## config.mk

```make
export PLATFORM = sky130hd
export DESIGN_NAME = pcx_rle_plane_unpacker_top_flat
export DESIGN_NICKNAME = d
export VERILOG_FILES = /design/src/rtl/core/prpu_pkg.sv /design/src/rtl/core/prpu_code_if.sv /design/src/rtl/core/prpu_pixel_if.sv /design/src/rtl/core/prpu_ctrl.sv /design/src/rtl/core/prpu_datapath.sv /design/src/rtl/core/pcx_rle_plane_unpacker_top.sv /design/src/flat_wrapper.sv
export SDC_FILE = /design/constraint.sdc
export NUM_CORES = 1
export LEC_CHECK = 0
export CORE_AREA = 2 2 215 217
export DETAILED_ROUTE_END_ITERATION = 7
export DIE_AREA = 0 0 217 219
export DONT_BUFFER_PORTS = 1
export GPL_ROUTABILITY_DRIVEN = 0
export PLACE_DENSITY_LB_ADDON = 0.08
export SLEW_MARGIN = 20
export SYNTH_ARGS = -nofsm -noshare
export SYNTH_HDL_FRONTEND = slang
export SYNTH_SLANG_ARGS = --single-unit
```

## constraint.sdc

```tcl
create_clock -name clk -period 7.4 [get_ports clk]
set_input_delay 0.74 -clock clk [delete_from_list [all_inputs] [get_ports clk]]
set_output_delay 0.74 -clock clk [all_outputs]
set_load 0.01 [all_outputs]
```

## src/rtl/core/prpu_pkg.sv

```systemverilog
// Shared types and constants of the PCX run-length plane unpacker.
`default_nettype none
package prpu_pkg;

    localparam int ADDR_W     = 22;
    localparam int BYTE_W     = 8;
    localparam int RUN_W      = 6;
    localparam int CFG_IDX_W  = 2;
    localparam int CFG_DATA_W = 11;
    localparam int LW_W       = 11;
    localparam int LH_W       = 11;
    localparam int PLANE_W    = 2;

    localparam logic [BYTE_W-1:0] RUN_MARK   = 8'hC0;
    localparam logic [BYTE_W-1:0] COUNT_MASK = 8'h3F;

    localparam logic [CFG_IDX_W-1:0] REG_LINE_WIDTH   = 2'd0;
    localparam logic [CFG_IDX_W-1:0] REG_IMAGE_HEIGHT = 2'd1;
    localparam logic [CFG_IDX_W-1:0] REG_PLANE_COUNT  = 2'd2;
    localparam logic [CFG_IDX_W-1:0] REG_LAYOUT_MODE  = 2'd3;

    typedef struct packed {
        logic take_byte;
        logic emit;
    } prpu_cmd_t;

    typedef struct packed {
        logic start_run;
        logic last_pixel;
        logic cfg_busy;
    } prpu_status_t;

endpackage
`default_nettype wire

```

## src/rtl/core/prpu_code_if.sv

```systemverilog
// Handshake channel that carries compressed code bytes.
`default_nettype none
interface prpu_code_if;
    logic                           valid;
    logic                           ready;
    logic [prpu_pkg::BYTE_W-1:0]    code_byte;

    modport source (output valid, output code_byte, input ready);
    modport sink (input valid, input code_byte, output ready);
endinterface
`default_nettype wire

```

## src/rtl/core/prpu_pixel_if.sv

```systemverilog
// Handshake channel that carries decoded pixels with their frame-buffer addresses.
`default_nettype none
interface prpu_pixel_if;
    logic                           valid;
    logic                           ready;
    logic [prpu_pkg::ADDR_W-1:0]    write_address;
    logic [prpu_pkg::BYTE_W-1:0]    pixel_value;
    logic                           last_of_run;
    logic                           image_done;

    modport source (output valid, output write_address, output pixel_value,
                    output last_of_run, output image_done, input ready);
    modport sink (input valid, input write_address, input pixel_value,
                  input last_of_run, input image_done, output ready);
endinterface
`default_nettype wire

```

## src/rtl/core/prpu_ctrl.sv

```systemverilog
// Controller state machine of the unpacker: byte intake and pixel emission.
`default_nettype none
module prpu_ctrl (
    input  wire logic                   clk,
    input  wire logic                   rst_n,
    input  wire logic                   code_valid,
    output logic                        code_ready,
    output logic                        out_valid,
    input  wire logic                   out_ready,
    input  wire prpu_pkg::prpu_status_t status,
    output prpu_pkg::prpu_cmd_t         cmd
);

    localparam logic S_IDLE = 1'b0;
    localparam logic S_RUN  = 1'b1;

    logic state_reg;
    logic state_next;
    logic out_valid_reg;
    logic out_valid_next;
    logic take;
    logic emit;

    assign code_ready = (state_reg == S_IDLE);
    assign take       = code_valid && code_ready;
    assign emit       = (state_reg == S_RUN) && (!out_valid_reg || out_ready)
                        && !status.cfg_busy;

    assign cmd.take_byte = take;
    assign cmd.emit      = emit;
    assign out_valid     = out_valid_reg;

    always_comb
    begin
        state_next = state_reg;
        unique case (state_reg)
            S_IDLE:
            begin
                if (take && status.start_run)
                begin
                    state_next = S_RUN;
                end
            end
            S_RUN:
            begin
                if (emit && status.last_pixel)
                begin
                    state_next = S_IDLE;
                end
            end
            default:
            begin
                state_next = S_IDLE;
            end
        endcase
    end

    always_comb
    begin
        priority if (emit)
        begin
            out_valid_next = 1'b1;
        end
        else if (out_ready)
        begin
            out_valid_next = 1'b0;
        end
        else
        begin
            out_valid_next = out_valid_reg;
        end
    end

    always_ff @(posedge clk or negedge rst_n)
    begin
        if (!rst_n)
        begin
            state_reg     <= S_IDLE;
            out_valid_reg <= 1'b0;
        end
        else
        begin
            state_reg     <= state_next;
            out_valid_reg <= out_valid_next;
        end
    end

endmodule
`default_nettype wire

```

## src/rtl/core/prpu_datapath.sv

```systemverilog
// Datapath of the unpacker: configuration, decode state, addressing and result register.
`default_nettype none
module prpu_datapath #(
    parameter int MAX_WIDTH  = 1024,
    parameter int MAX_HEIGHT = 1024
) (
    input  wire logic                               clk,
    input  wire logic                               rst_n,
    input  wire logic                               cfg_we,
    input  wire logic [prpu_pkg::CFG_IDX_W-1:0]     cfg_index,
    input  wire logic [prpu_pkg::CFG_DATA_W-1:0]    cfg_data,
    input  wire logic [prpu_pkg::BYTE_W-1:0]        code_byte,
    input  wire prpu_pkg::prpu_cmd_t                cmd,
    output prpu_pkg::prpu_status_t                  status,
    output logic [prpu_pkg::ADDR_W-1:0]             write_address,
    output logic [prpu_pkg::BYTE_W-1:0]             pixel_value,
    output logic                                    last_of_run,
    output logic                                    image_done
);

    localparam int CW = $clog2(MAX_WIDTH);
    localparam int RW = $clog2(MAX_HEIGHT);
    localparam int EW = $clog2(MAX_WIDTH + 1);
    localparam int EH = $clog2(MAX_HEIGHT + 1);
    localparam int AW = prpu_pkg::ADDR_W;

    logic [prpu_pkg::LW_W-1:0]      line_width_reg;
    logic [prpu_pkg::LH_W-1:0]      image_height_reg;
    logic [prpu_pkg::PLANE_W-1:0]   plane_count_reg;
    logic                           layout_mode_reg;
    logic                           cfg_busy_reg;
    logic [AW-1:0]                  plane_size_reg;

    logic                           value_pending_reg;
    logic [prpu_pkg::RUN_W-1:0]     run_length_reg;
    logic [prpu_pkg::RUN_W-1:0]     count_reg;
    logic [prpu_pkg::BYTE_W-1:0]    value_reg;
    logic [CW-1:0]                  column_reg;
    logic [prpu_pkg::PLANE_W-1:0]   plane_index_reg;
    logic [RW-1:0]                  row_index_reg;
    logic [AW-1:0]                  row_base_reg;
    logic                           finished_reg;

    logic [AW-1:0]                  addr_reg;
    logic [prpu_pkg::BYTE_W-1:0]    pixel_reg;
    logic                           last_reg;
    logic                           done_reg;

    logic [EW-1:0]                  eff_w;
    logic [EH-1:0]                  eff_h;
    logic [prpu_pkg::PLANE_W-1:0]   eff_p;
    logic                           is_header;
    logic [CW:0]                    col_inc;
    logic [prpu_pkg::PLANE_W-1:0]   plane_inc;
    logic [RW:0]                    row_inc;
    logic                           line_end;
    logic                           row_end;
    logic                           image_end;
    logic [AW-1:0]                  pos;
    logic [AW-1:0]                  plane_offset;
    logic [AW-1:0]                  address;

    always_comb
    begin
        if (line_width_reg == '0)
        begin
            eff_w = EW'(1);
        end
        else if (32'(line_width_reg) > MAX_WIDTH)
        begin
            eff_w = EW'(MAX_WIDTH);
        end
        else
        begin
            eff_w = EW'(line_width_reg);
        end
        if (image_height_reg == '0)
        begin
            eff_h = EH'(1);
        end
        else if (32'(image_height_reg) > MAX_HEIGHT)
        begin
            eff_h = EH'(MAX_HEIGHT);
        end
        else
        begin
            eff_h = EH'(image_height_reg);
        end
        eff_p = (plane_count_reg == '0) ? 2'd1 : plane_count_reg;
    end

    assign is_header = ((code_byte & prpu_pkg::RUN_MARK) == prpu_pkg::RUN_MARK);

    assign col_inc   = {1'b0, column_reg} + 1'b1;
    assign plane_inc = plane_index_reg + 1'b1;
    assign row_inc   = {1'b0, row_index_reg} + 1'b1;
    assign line_end  = (32'(col_inc) >= 32'(eff_w));
    assign row_end   = line_end && (plane_inc >= eff_p);
    assign image_end = row_end && (32'(row_inc) >= 32'(eff_h));

    assign pos = row_base_reg + AW'(column_reg);

    always_comb
    begin
        unique case (plane_index_reg)
            2'd0:    plane_offset = '0;
            2'd1:    plane_offset = plane_size_reg;
            2'd2:    plane_offset = {plane_size_reg[AW-2:0], 1'b0};
            default: plane_offset = {plane_size_reg[AW-2:0], 1'b0} + plane_size_reg;
        endcase
        if ((eff_p == 2'd3) && !layout_mode_reg)
        begin
            address = {pos[AW-3:0], 2'd2 - plane_index_reg};
        end
        else
        begin
            address = plane_offset + pos;
        end
    end

    assign status.start_run  = !finished_reg
                               && (value_pending_reg ? (run_length_reg != '0) : !is_header);
    assign status.last_pixel = (count_reg == prpu_pkg::RUN_W'(1)) || line_end;
    assign status.cfg_busy   = cfg_busy_reg;

    always_ff @(posedge clk or negedge rst_n)
    begin
        if (!rst_n)
        begin
            line_width_reg   <= prpu_pkg::LW_W'(1);
            image_height_reg <= prpu_pkg::LH_W'(1);
            plane_count_reg  <= 2'd1;
            layout_mode_reg  <= 1'b0;
            cfg_busy_reg     <= 1'b0;
        end
        else
        begin
            cfg_busy_reg <= cfg_we;
            if (cfg_we)
            begin
                unique case (cfg_index)
                    prpu_pkg::REG_LINE_WIDTH:
                        line_width_reg <= cfg_data;
                    prpu_pkg::REG_IMAGE_HEIGHT:
                        image_height_reg <= cfg_data;
                    prpu_pkg::REG_PLANE_COUNT:
                        plane_count_reg <= cfg_data[prpu_pkg::PLANE_W-1:0];
                    prpu_pkg::REG_LAYOUT_MODE:
                        layout_mode_reg <= cfg_data[0];
                    default:
                        layout_mode_reg <= layout_mode_reg;
                endcase
            end
        end
    end

    // The plane size is registered from the configuration; emission waits for it.
    always_ff @(posedge clk)
    begin
        plane_size_reg <= AW'(eff_w * eff_h);
    end

    always_ff @(posedge clk or negedge rst_n)
    begin
        if (!rst_n)
        begin
            value_pending_reg <= 1'b0;
            run_length_reg    <= '0;
            count_reg         <= '0;
            column_reg        <= '0;
            plane_index_reg   <= '0;
            row_index_reg     <= '0;
            row_base_reg      <= '0;
            finished_reg      <= 1'b0;
        end
        else
        begin
            if (cmd.take_byte && !finished_reg)
            begin
                priority if (value_pending_reg)
                begin
                    value_pending_reg <= 1'b0;
                    count_reg         <= run_length_reg;
                end
                else if (is_header)
                begin
                    value_pending_reg <= 1'b1;
                    run_length_reg    <= prpu_pkg::RUN_W'(code_byte & prpu_pkg::COUNT_MASK);
                end
                else
                begin
                    count_reg <= prpu_pkg::RUN_W'(1);
                end
            end
            if (cmd.emit)
            begin
                count_reg <= count_reg - 1'b1;
                if (line_end)
                begin
                    column_reg <= '0;
                    if (row_end)
                    begin
                        plane_index_reg <= '0;
                        if (image_end)
                        begin
                            finished_reg <= 1'b1;
                        end
                        else
                        begin
                            row_index_reg <= row_inc[RW-1:0];
                            row_base_reg  <= row_base_reg + AW'(eff_w);
                        end
                    end
                    else
                    begin
                        plane_index_reg <= plane_inc;
                    end
                end
                else
                begin
                    column_reg <= col_inc[CW-1:0];
                end
            end
        end
    end

    always_ff @(posedge clk)
    begin
        if (cmd.take_byte && !finished_reg && (value_pending_reg || !is_header))
        begin
            value_reg <= code_byte;
        end
        if (cmd.emit)
        begin
            addr_reg  <= address;
            pixel_reg <= value_reg;
            last_reg  <= status.last_pixel;
            done_reg  <= image_end;
        end
    end

    assign write_address = addr_reg;
    assign pixel_value   = pixel_reg;
    assign last_of_run   = last_reg;
    assign image_done    = done_reg;

endmodule
`default_nettype wire

```

## src/rtl/core/pcx_rle_plane_unpacker_top.sv

```systemverilog
// Top level of the PCX run-length plane unpacker.
//
// Compressed bytes enter on the code channel, one per transaction. Decoded
// pixels leave on the pixel channel, each with its frame-buffer byte address,
// a flag on the last pixel that a byte produces and a flag on the last pixel
// of the image. Registers are to be written through the plain write port only
// while the block is idle; the block itself does not enforce this. A write
// holds pixel emission back in the cycle after it.
// A run header is taken and produces nothing. A literal byte is taken and
// then its pixel is emitted; the value byte after a header is taken and
// then its run is emitted. The controller emits at most one pixel per cycle
// and takes no byte while a run is being expanded.
// A registered result appears in the cycle after its emission and stays until
// taken. When the receiver stalls, emission pauses with the run position held.
// Reset clears the decode position and restores the register defaults. Once
// the last pixel of the image is out, further bytes are taken and dropped.
`default_nettype none
module pcx_rle_plane_unpacker_top #(
    parameter int MAX_WIDTH  = 1024,
    parameter int MAX_HEIGHT = 1024
) (
    input  wire logic                               clk,
    input  wire logic                               rst_n,
    prpu_code_if.sink                               code,
    prpu_pixel_if.source                            pixel,
    input  wire logic                               cfg_we,
    input  wire logic [prpu_pkg::CFG_IDX_W-1:0]     cfg_index,
    input  wire logic [prpu_pkg::CFG_DATA_W-1:0]    cfg_data
);

    prpu_pkg::prpu_cmd_t    cmd;
    prpu_pkg::prpu_status_t status;

    prpu_ctrl u_ctrl (
        .clk        (clk),
        .rst_n      (rst_n),
        .code_valid (code.valid),
        .code_ready (code.ready),
        .out_valid  (pixel.valid),
        .out_ready  (pixel.ready),
        .status     (status),
        .cmd        (cmd)
    );

    prpu_datapath #(
        .MAX_WIDTH  (MAX_WIDTH),
        .MAX_HEIGHT (MAX_HEIGHT)
    ) u_datapath (
        .clk           (clk),
        .rst_n         (rst_n),
        .cfg_we        (cfg_we),
        .cfg_index     (cfg_index),
        .cfg_data      (cfg_data),
        .code_byte     (code.code_byte),
        .cmd           (cmd),
        .status        (status),
        .write_address (pixel.write_address),
        .pixel_value   (pixel.pixel_value),
        .last_of_run   (pixel.last_of_run),
        .image_done    (pixel.image_done)
    );

endmodule
`default_nettype wire
```

## src/flat_wrapper.sv

```systemverilog
// flat-port wrapper written by rule: the top's interface ports become plain ports
module pcx_rle_plane_unpacker_top_flat 
#(
    parameter int MAX_WIDTH  = 1024,
    parameter int MAX_HEIGHT = 1024
)
  (clk, rst_n, cfg_we, cfg_index, cfg_data, code_valid, code_code_byte, code_ready, pixel_valid, pixel_write_address, pixel_pixel_value, pixel_last_of_run, pixel_image_done, pixel_ready);
  prpu_code_if code_i ();
  prpu_pixel_if pixel_i ();
  input  wire logic clk;
  input  wire logic rst_n;
  input  wire logic cfg_we;
  input  wire logic [prpu_pkg::CFG_IDX_W-1:0] cfg_index;
  input  wire logic [prpu_pkg::CFG_DATA_W-1:0] cfg_data;
  input wire logic [$bits(code_i.valid)-1:0] code_valid;
  input wire logic [$bits(code_i.code_byte)-1:0] code_code_byte;
  output wire logic [$bits(code_i.ready)-1:0] code_ready;
  output wire logic [$bits(pixel_i.valid)-1:0] pixel_valid;
  output wire logic [$bits(pixel_i.write_address)-1:0] pixel_write_address;
  output wire logic [$bits(pixel_i.pixel_value)-1:0] pixel_pixel_value;
  output wire logic [$bits(pixel_i.last_of_run)-1:0] pixel_last_of_run;
  output wire logic [$bits(pixel_i.image_done)-1:0] pixel_image_done;
  input wire logic [$bits(pixel_i.ready)-1:0] pixel_ready;
  assign code_i.valid = code_valid;
  assign code_i.code_byte = code_code_byte;
  assign code_ready = code_i.ready;
  assign pixel_valid = pixel_i.valid;
  assign pixel_write_address = pixel_i.write_address;
  assign pixel_pixel_value = pixel_i.pixel_value;
  assign pixel_last_of_run = pixel_i.last_of_run;
  assign pixel_image_done = pixel_i.image_done;
  assign pixel_i.ready = pixel_ready;
  pcx_rle_plane_unpacker_top #(.MAX_WIDTH(MAX_WIDTH), .MAX_HEIGHT(MAX_HEIGHT)) u_core (.clk(clk), .rst_n(rst_n), .code(code_i), .pixel(pixel_i), .cfg_we(cfg_we), .cfg_index(cfg_index), .cfg_data(cfg_data));
endmodule
```

# Word-level counts from Yosys, hierarchy flattened
# Index checks and enable logic that the tools add are counted.
# Widths: inputs -> output; s select.
[word_totals]
inputBits = 26
ff_bits = 148
[op_classes]
addsub = 9
bitwise = 3
n_reduce_logical = 36
mul = 1
muxes = 21
n_lt_le_gt_ge = 5
n_eq_ne = 9
[ops]
columns = ["operator", "count"]
rows = [
  ["$pmux 22 s3", 1],
  ["$add 22x22->22", 2],
  ["$mux 11", 4],
  ["$mux 6", 4],
  ["$add 10x1->11 const B", 2],
  ["$add 22x10->22", 1],
  ["$add 22x11->22", 1],
  ["$ge 11x11->1", 2],
  ["$gt 11x11->1 const B", 2],
  ["$logic_not 11->1", 2],
  ["$mul 11x11->22", 1],
  ["$mux 22", 1],
  ["$reduce_and 2->1", 6],
  ["$logic_and 1x1->1", 11],
  ["$eq 2x2->1 const B", 5],
  ["$mux 10", 1],
  ["$reduce_and 4->1", 2],
  ["$mux 1", 7],
  ["$eq 6x1->1 const B", 1],
  ["$logic_not 2->1", 3],
  ["$reduce_bool 6->1", 1],
  ["$sub 6x1->6 const B", 1],
  ["$logic_not 1->1", 5],
  ["$eq 2x1->1 const B", 2],
  ["other kinds (10)", 16],
]

# Depth between registers and ports, before layout
[depth]
word_depth = 8
ltp_mapped = 25
ltp_nobuf = 24

# By module
# A second synthesis with hierarchy kept.
[hier_totals]
hier_cells = 1458
area_unflattened_um2 = 13548.0
[modules_own_cells]
columns = ["module", "instances", "area_per_inst_um2", "cells_each", "seq_area_each_um2"]
rows = [
  ["prpu_datapath", 1, 13421.6, 1446, 3747.3],
  ["prpu_ctrl", 1, 126.4, 12, 50.0],
]

# Worst setup path before layout
# No wires, ideal clock.
[synth_path]
path_type = "register -> register"
from = "register u_core.u_datapath.line_width_reg[8] in the netlist's numbering"
to = "register u_core.u_datapath.plane_size_reg[21]"
setup_ns = 0.072
slack_ns = 1.660
synth_period_minus_slack_ns = 5.740
path_stages_with_launch = 24
arrival_ns = 5.668
path_buffers = 1
required_time_ns = 7.328
path_cell_list = "dfrtp_1 -> nor4_1 -> a31oi_1 -> or2_2 -> clkbuf_1 -> inv_1 -> nand2_1 -> fa_1 -> fa_1 -> inv_1 -> fa_1 -> fa_1 -> inv_1 -> fa_1 -> inv_1 -> ha_1 -> a21oi_1 -> nor2b_1 -> o21ai_0 -> nand2b_1 -> o41ai_2 -> o311ai_0 -> a21oi_1 -> xnor2_1"
[synth_via]
elab_chain_cells = 4
elab_cells_between_ends = 5
[synth_lines]
columns = ["element", "line_no", "source"]
rows = [
  ["start, declared", "prpu_datapath.sv:27", "logic [prpu_pkg::LW_W-1:0] line_width_reg;"],
  ["start signal, assigned", "prpu_datapath.sv:130", "line_width_reg <= prpu_pkg::LW_W'(1);"],
  ["start signal, assigned", "prpu_datapath.sv:143", "line_width_reg <= cfg_data;"],
  ["$gt 11x11->1", "prpu_datapath.sv:69", "else if (32'(line_width_reg) > MAX_WIDTH)"],
  ["$mux 11", "prpu_datapath.sv:69", ""],
  ["$mux 11 (*)", "prpu_datapath.sv:65", "if (line_width_reg == '0)"],
  ["$mul 11x11->22 (*)", "prpu_datapath.sv:160", "plane_size_reg <= AW'(eff_w * eff_h);"],
  ["end signal, assigned", "prpu_datapath.sv:160", ""],
  ["end, declared", "prpu_datapath.sv:32", "logic [AW-1:0] plane_size_reg;"],
]
# Every way passes the cells marked *; elsewhere a longest branch is shown, timed or not.
# A chain may end at the register's enable or synchronous reset.

# Final worst setup path
[layout_path]
from = "register u_core.u_datapath.line_width_reg[10] in the netlist's numbering"
to = "register u_core.u_datapath.plane_size_reg[21]"
# Same word-level chain as after synthesis.

==> impl_summary.log <==
[metrics] buffers inserted during post-CTS setup optimization: 0
[metrics] startpoint type of the worst setup path: flip-flop
[metrics] clock buffer count from CTS: 17
[metrics] yosys synthesis warning count: 0
[metrics] minimum clock period: 6.59 ns
[metrics] start point of the critical path: u_core.u_datapath.line_width_reg[10]$_DFFE_PN0P_
[metrics] clock sink count: 148
[metrics] Area growth syn-to-layout: 10.1%
[metrics] worst setup path category: flip-flop to flip-flop
[metrics] Synth Register Bits: 148
[metrics] relative slew slack: 31.6%
[metrics] Max Freq: 152 MHz
[metrics] count of placed standard cells in the final layout, fillers left out: 2,045
[metrics] switching component of the power: 2.65 mW
[metrics] Tightest Pin Transition: 1.02 ns
[metrics] n_diodes: 0
[metrics] post-synthesis sequential area ratio: 28.2%
[metrics] DR vias: 10,000
[metrics] run status: complete, no violations
[metrics] die outline height: 219 um
[metrics] worst-path cell with the longest stage delay: sky130_fd_sc_hd__dfrtp_1
[metrics] CP Capture Point: u_core.u_datapath.plane_size_reg[21]$_DFF_P_
[metrics] total iterations of the first detailed-routing run: 5
[metrics] worst-path cell chain: clkinv_1 > nand2_1 > inv_1 > nand2_1 > fa_1 > inv_1 > fa_1 > fa_1 > fa_1 > inv_1 > fa_1 > inv_1 > ha_1 > and3_1 > nand2_1 > a21oi_1 > o41ai_2 > o311ai_0 > a21oi_1 > xnor2_1
[metrics] Boundary Pins: 60
[metrics] number of failing setup endpoints in the final timing report: 0
[metrics] NumNets Final: 1,695
[metrics] overall routing resource usage: 16.6%
[metrics] number of buffers and inverters on the critical path: 5
[metrics] total negative slack: 0 ns
[metrics] final period utilization: 89.1%
[metrics] logic depth of the worst path, buffers included: 20
[metrics] TritonCTS clock tree: done
[metrics] setup repair after global routing missed its margin: no
[metrics] Worst Hold Margin: 0.105 ns
[metrics] global-route wire length before repair: 59,500 um
[metrics] via count of the first global-routing pass: 10,100
[metrics] most common cell after layout, fill and taps aside: sky130_fd_sc_hd__ha_1
[metrics] residual antenna-violating net count after detailed routing: 0
[metrics] power per cell area: 382 nW/um2
[metrics] reg-to-reg slack, setup: 0.81 ns
[metrics] total routed wirelength: 37,600 um
[metrics] total placed cells including tap cells: 2,012
[metrics] Bufs on Longest Clock Path: 2
[metrics] number of remaining DRC errors: 0
[metrics] Synthesized Nets: 1,700
[metrics] core outline area: 45,100 um2
[metrics] power after layout: 5.67 mW
[metrics] clock latency reported for the late side of the worst-skew pair: 0.49 ns
[metrics] Worst Reg-to-Reg Cells: 20
[metrics] Post-Place Cell Area: 14,200 um2
[metrics] final worst slack: 0.807 ns
[metrics] launch instance of the worst register-to-register path: u_core.u_datapath.line_width_reg[10]$_DFFE_PN0P_
[metrics] cell area after synthesis: 13,500 um2
[metrics] antenna violations before repair: 0
[metrics] half-perimeter wire length after detailed placement: 29,800 um
[metrics] Top FF cell, synth: sky130_fd_sc_hd__dfrtp_1
[metrics] layout cell share with drive strength beyond 1: 8.10%
[metrics] number of enable flip-flop cells after synthesis: 40
[metrics] family with the most delay on the worst path: adder cells
[metrics] die outline area: 47,500 um2
[metrics] endpoint of the lowest-slack register-to-register path: u_core.u_datapath.plane_size_reg[21]$_DFF_P_
[metrics] count of different cell masters after synthesis: 76
[metrics] total count of max-transition violations in the final report: 0
[metrics] overflow left after global routing: 0
[metrics] portion of total power attributed to combinational logic: 58.0%
[metrics] CP endpoint kind: flip-flop
[metrics] Root Driver: sky130_fd_sc_hd__clkbuf_16
[metrics] maximum number of pins on one net before global-route repair: 84
[metrics] effective utilization at floorplan: 29.9%
[metrics] largest clock skew in the final design: 0.0134 ns
[metrics] worst-case setup slack after placement: 0.823 ns
[metrics] maximum fanout count along the critical path: 16
[metrics] type of the worst min-delay path: input port to async pin
[metrics] commonest non-fill, non-tap cells in the layout: 153 x sky130_fd_sc_hd__ha_1, 152 x sky130_fd_sc_hd__inv_1, 134 x sky130_fd_sc_hd__nor2_1
[metrics] mean instance size in the synthesized netlist: 9.38 um2
[metrics] Flop pwr share: 25.5%
[metrics] maximum capacitance violations: 0
[metrics] critical path's most frequent cell: sky130_fd_sc_hd__fa_1
[metrics] post-cts sizing count: 0
[metrics] final core area utilization: 32.9%
[metrics] number of hold violations in the final report: 0
[metrics] switching power as a share of total power: 46.7%
[metrics] data required time of the worst path: 7.80 ns
[metrics] internal power: 3.02 mW
[metrics] number of buffers added on ports: 0
[metrics] die span in x: 217 um
[metrics] gate count of the mapped netlist: 1,437
[metrics] data arrival time of the worst path: 7.00 ns
[metrics] routed wire length per instance: 18.4 um
[metrics] H-tree depth: 4
[metrics] initial detailed-routing violation count: 597
[metrics] CP peak stage delay: 0.70 ns
[metrics] async set or reset register ratio after synthesis: 58.1%
[metrics] clock transition at the registers of the reported paths: 0.07 ns
[metrics] post-DR vias/cell: 4.91
[metrics] number of placement rows: 78
[metrics] leakage dissipation: 6.87 nW
[metrics] VDD IR-drop max: 0.187 mV
[metrics] final std cell area, no fill: 14,800 um2
[metrics] clock network power share: 16.5%
routing by layer:
layer,GRT usage [%],share of wire (%),wire (um),up-vias
li1,-,-,-,4938
met1,23.4,50,18700,4913
met2,25.8,45,17000,158
met3,3.47,4.0,1500,23
met4,4.45,1.1,428,0
met5,0,0,0,-
kinds of logic (layout without fill, tap and decap cells):
kind of cell | Yosys count | after routing | synth area share (%)
DFF | 148 | 148 | 28.2
adders and majority gates | 237 | 237 | 26.7
xor gates and xnor gates | 118 | 118 | 7.77
muxes | 40 | 40 | 3.36
and+or+nand+nor | 389 | 389 | 13.4
buffers and inverters | 199 | 207 | 5.62
AOI/OAI and AO/OA | 306 | 306 | 14.9
power by group through the flow:
| stage | Clock (mW) | Combinational [mW] | Sequential [mW] |
|---|---|---|---|
| finish | 0.935 | 3.29 | 1.44 |
| global route | 0.998 | 3.77 | 1.48 |
| CTS | 0.974 | 3.33 | 1.44 |
| detailed placement | 0 | 3.30 | 1.46 |
| global placement | 0 | 3.31 | 1.46 |
| floorplan | 0 | 2.51 | 1.33 |
synth_stat cells, drive strengths merged (3+ instances only):
cell type | n | area, um2
ha | 153 | 1910
inv | 153 | 574
nor2 | 134 | 503
nand2 | 125 | 469
a21oi | 95 | 483
fa | 84 | 1680
dfrtp | 83 | 2080
xnor2 | 82 | 718
o21ai | 58 | 290
edfxtp | 40 | 1200
mux2 | 39 | 443
a21o | 38 | 288
clkbuf | 36 | 135
xor2 | 35 | 307
nand3 | 26 | 130
nor2b | 23 | 144
dfxtp | 22 | 440
a221oi | 18 | 164
nand2b | 16 | 100
and3 | 14 | 87.6
o21bai | 14 | 105
a31oi | 12 | 75.1
o21a | 11 | 82.6
nor3 | 9 | 50.1
a211oi | 8 | 65.1
nand4 | 8 | 50.1
o31ai | 7 | 52.6
clkinv | 6 | 22.5
o211ai | 6 | 50.1
a22oi | 5 | 37.5
a41oi | 5 | 43.8
and2 | 4 | 25.0
and4 | 4 | 35.0
buf | 4 | 25.0
nand3b | 4 | 30.0
nor3b | 4 | 46.3
nor4 | 4 | 25.0
o2111ai | 4 | 35.0
or2 | 4 | 25.0
or3 | 4 | 25.0
a2111oi | 3 | 38.8
a311oi | 3 | 26.3
a31o | 3 | 26.3
dfstp | 3 | 78.8
how the worst min path moves through the flow:
stage | from | endpoint | slack, ns | depth (start not counted)
final | rst_n | u_core.u_datapath.plane_count_reg[0]$_DFFE_PN1P_ | 0.10 | 0
after global routing | rst_n | u_core.u_datapath.plane_count_reg[0]$_DFFE_PN1P_ | 0.06 | 0
after CTS | rst_n | u_core.u_datapath.plane_count_reg[0]$_DFFE_PN1P_ | 0.05 | 0
after detailed placement | u_core.u_datapath.value_reg[1]$_DFFE_PP_ | u_core.u_datapath.pixel_value[1]$_DFFE_PP_ | 0.40 | 0
after global placement | u_core.u_datapath.value_reg[2]$_DFFE_PP_ | u_core.u_datapath.pixel_value[2]$_DFFE_PP_ | 0.40 | 0
after floorplan | u_core.u_datapath.value_reg[0]$_DFFE_PP_ | u_core.u_datapath.pixel_value[0]$_DFFE_PP_ | 0.40 | 0
area by class of cell:
| type | instances | area (um2) |
|---|---|---|
| fill | 4726 | 30300 |
| multi-input combinational | 1090 | 8930 |
| sequential | 148 | 3800 |
| tap | 600 | 751 |
| inverter | 159 | 597 |
| clock buffer | 18 | 450 |
| clock inverter | 14 | 170 |
| timing repair buffer | 16 | 140 |
what timing repair did:
action,in CTS,in global routing
hold endpoints to repair,83,0
setup endpoints to repair,0,0
hold buffers,1,0
Note: power is estimated with default switching activity, not from simulation.
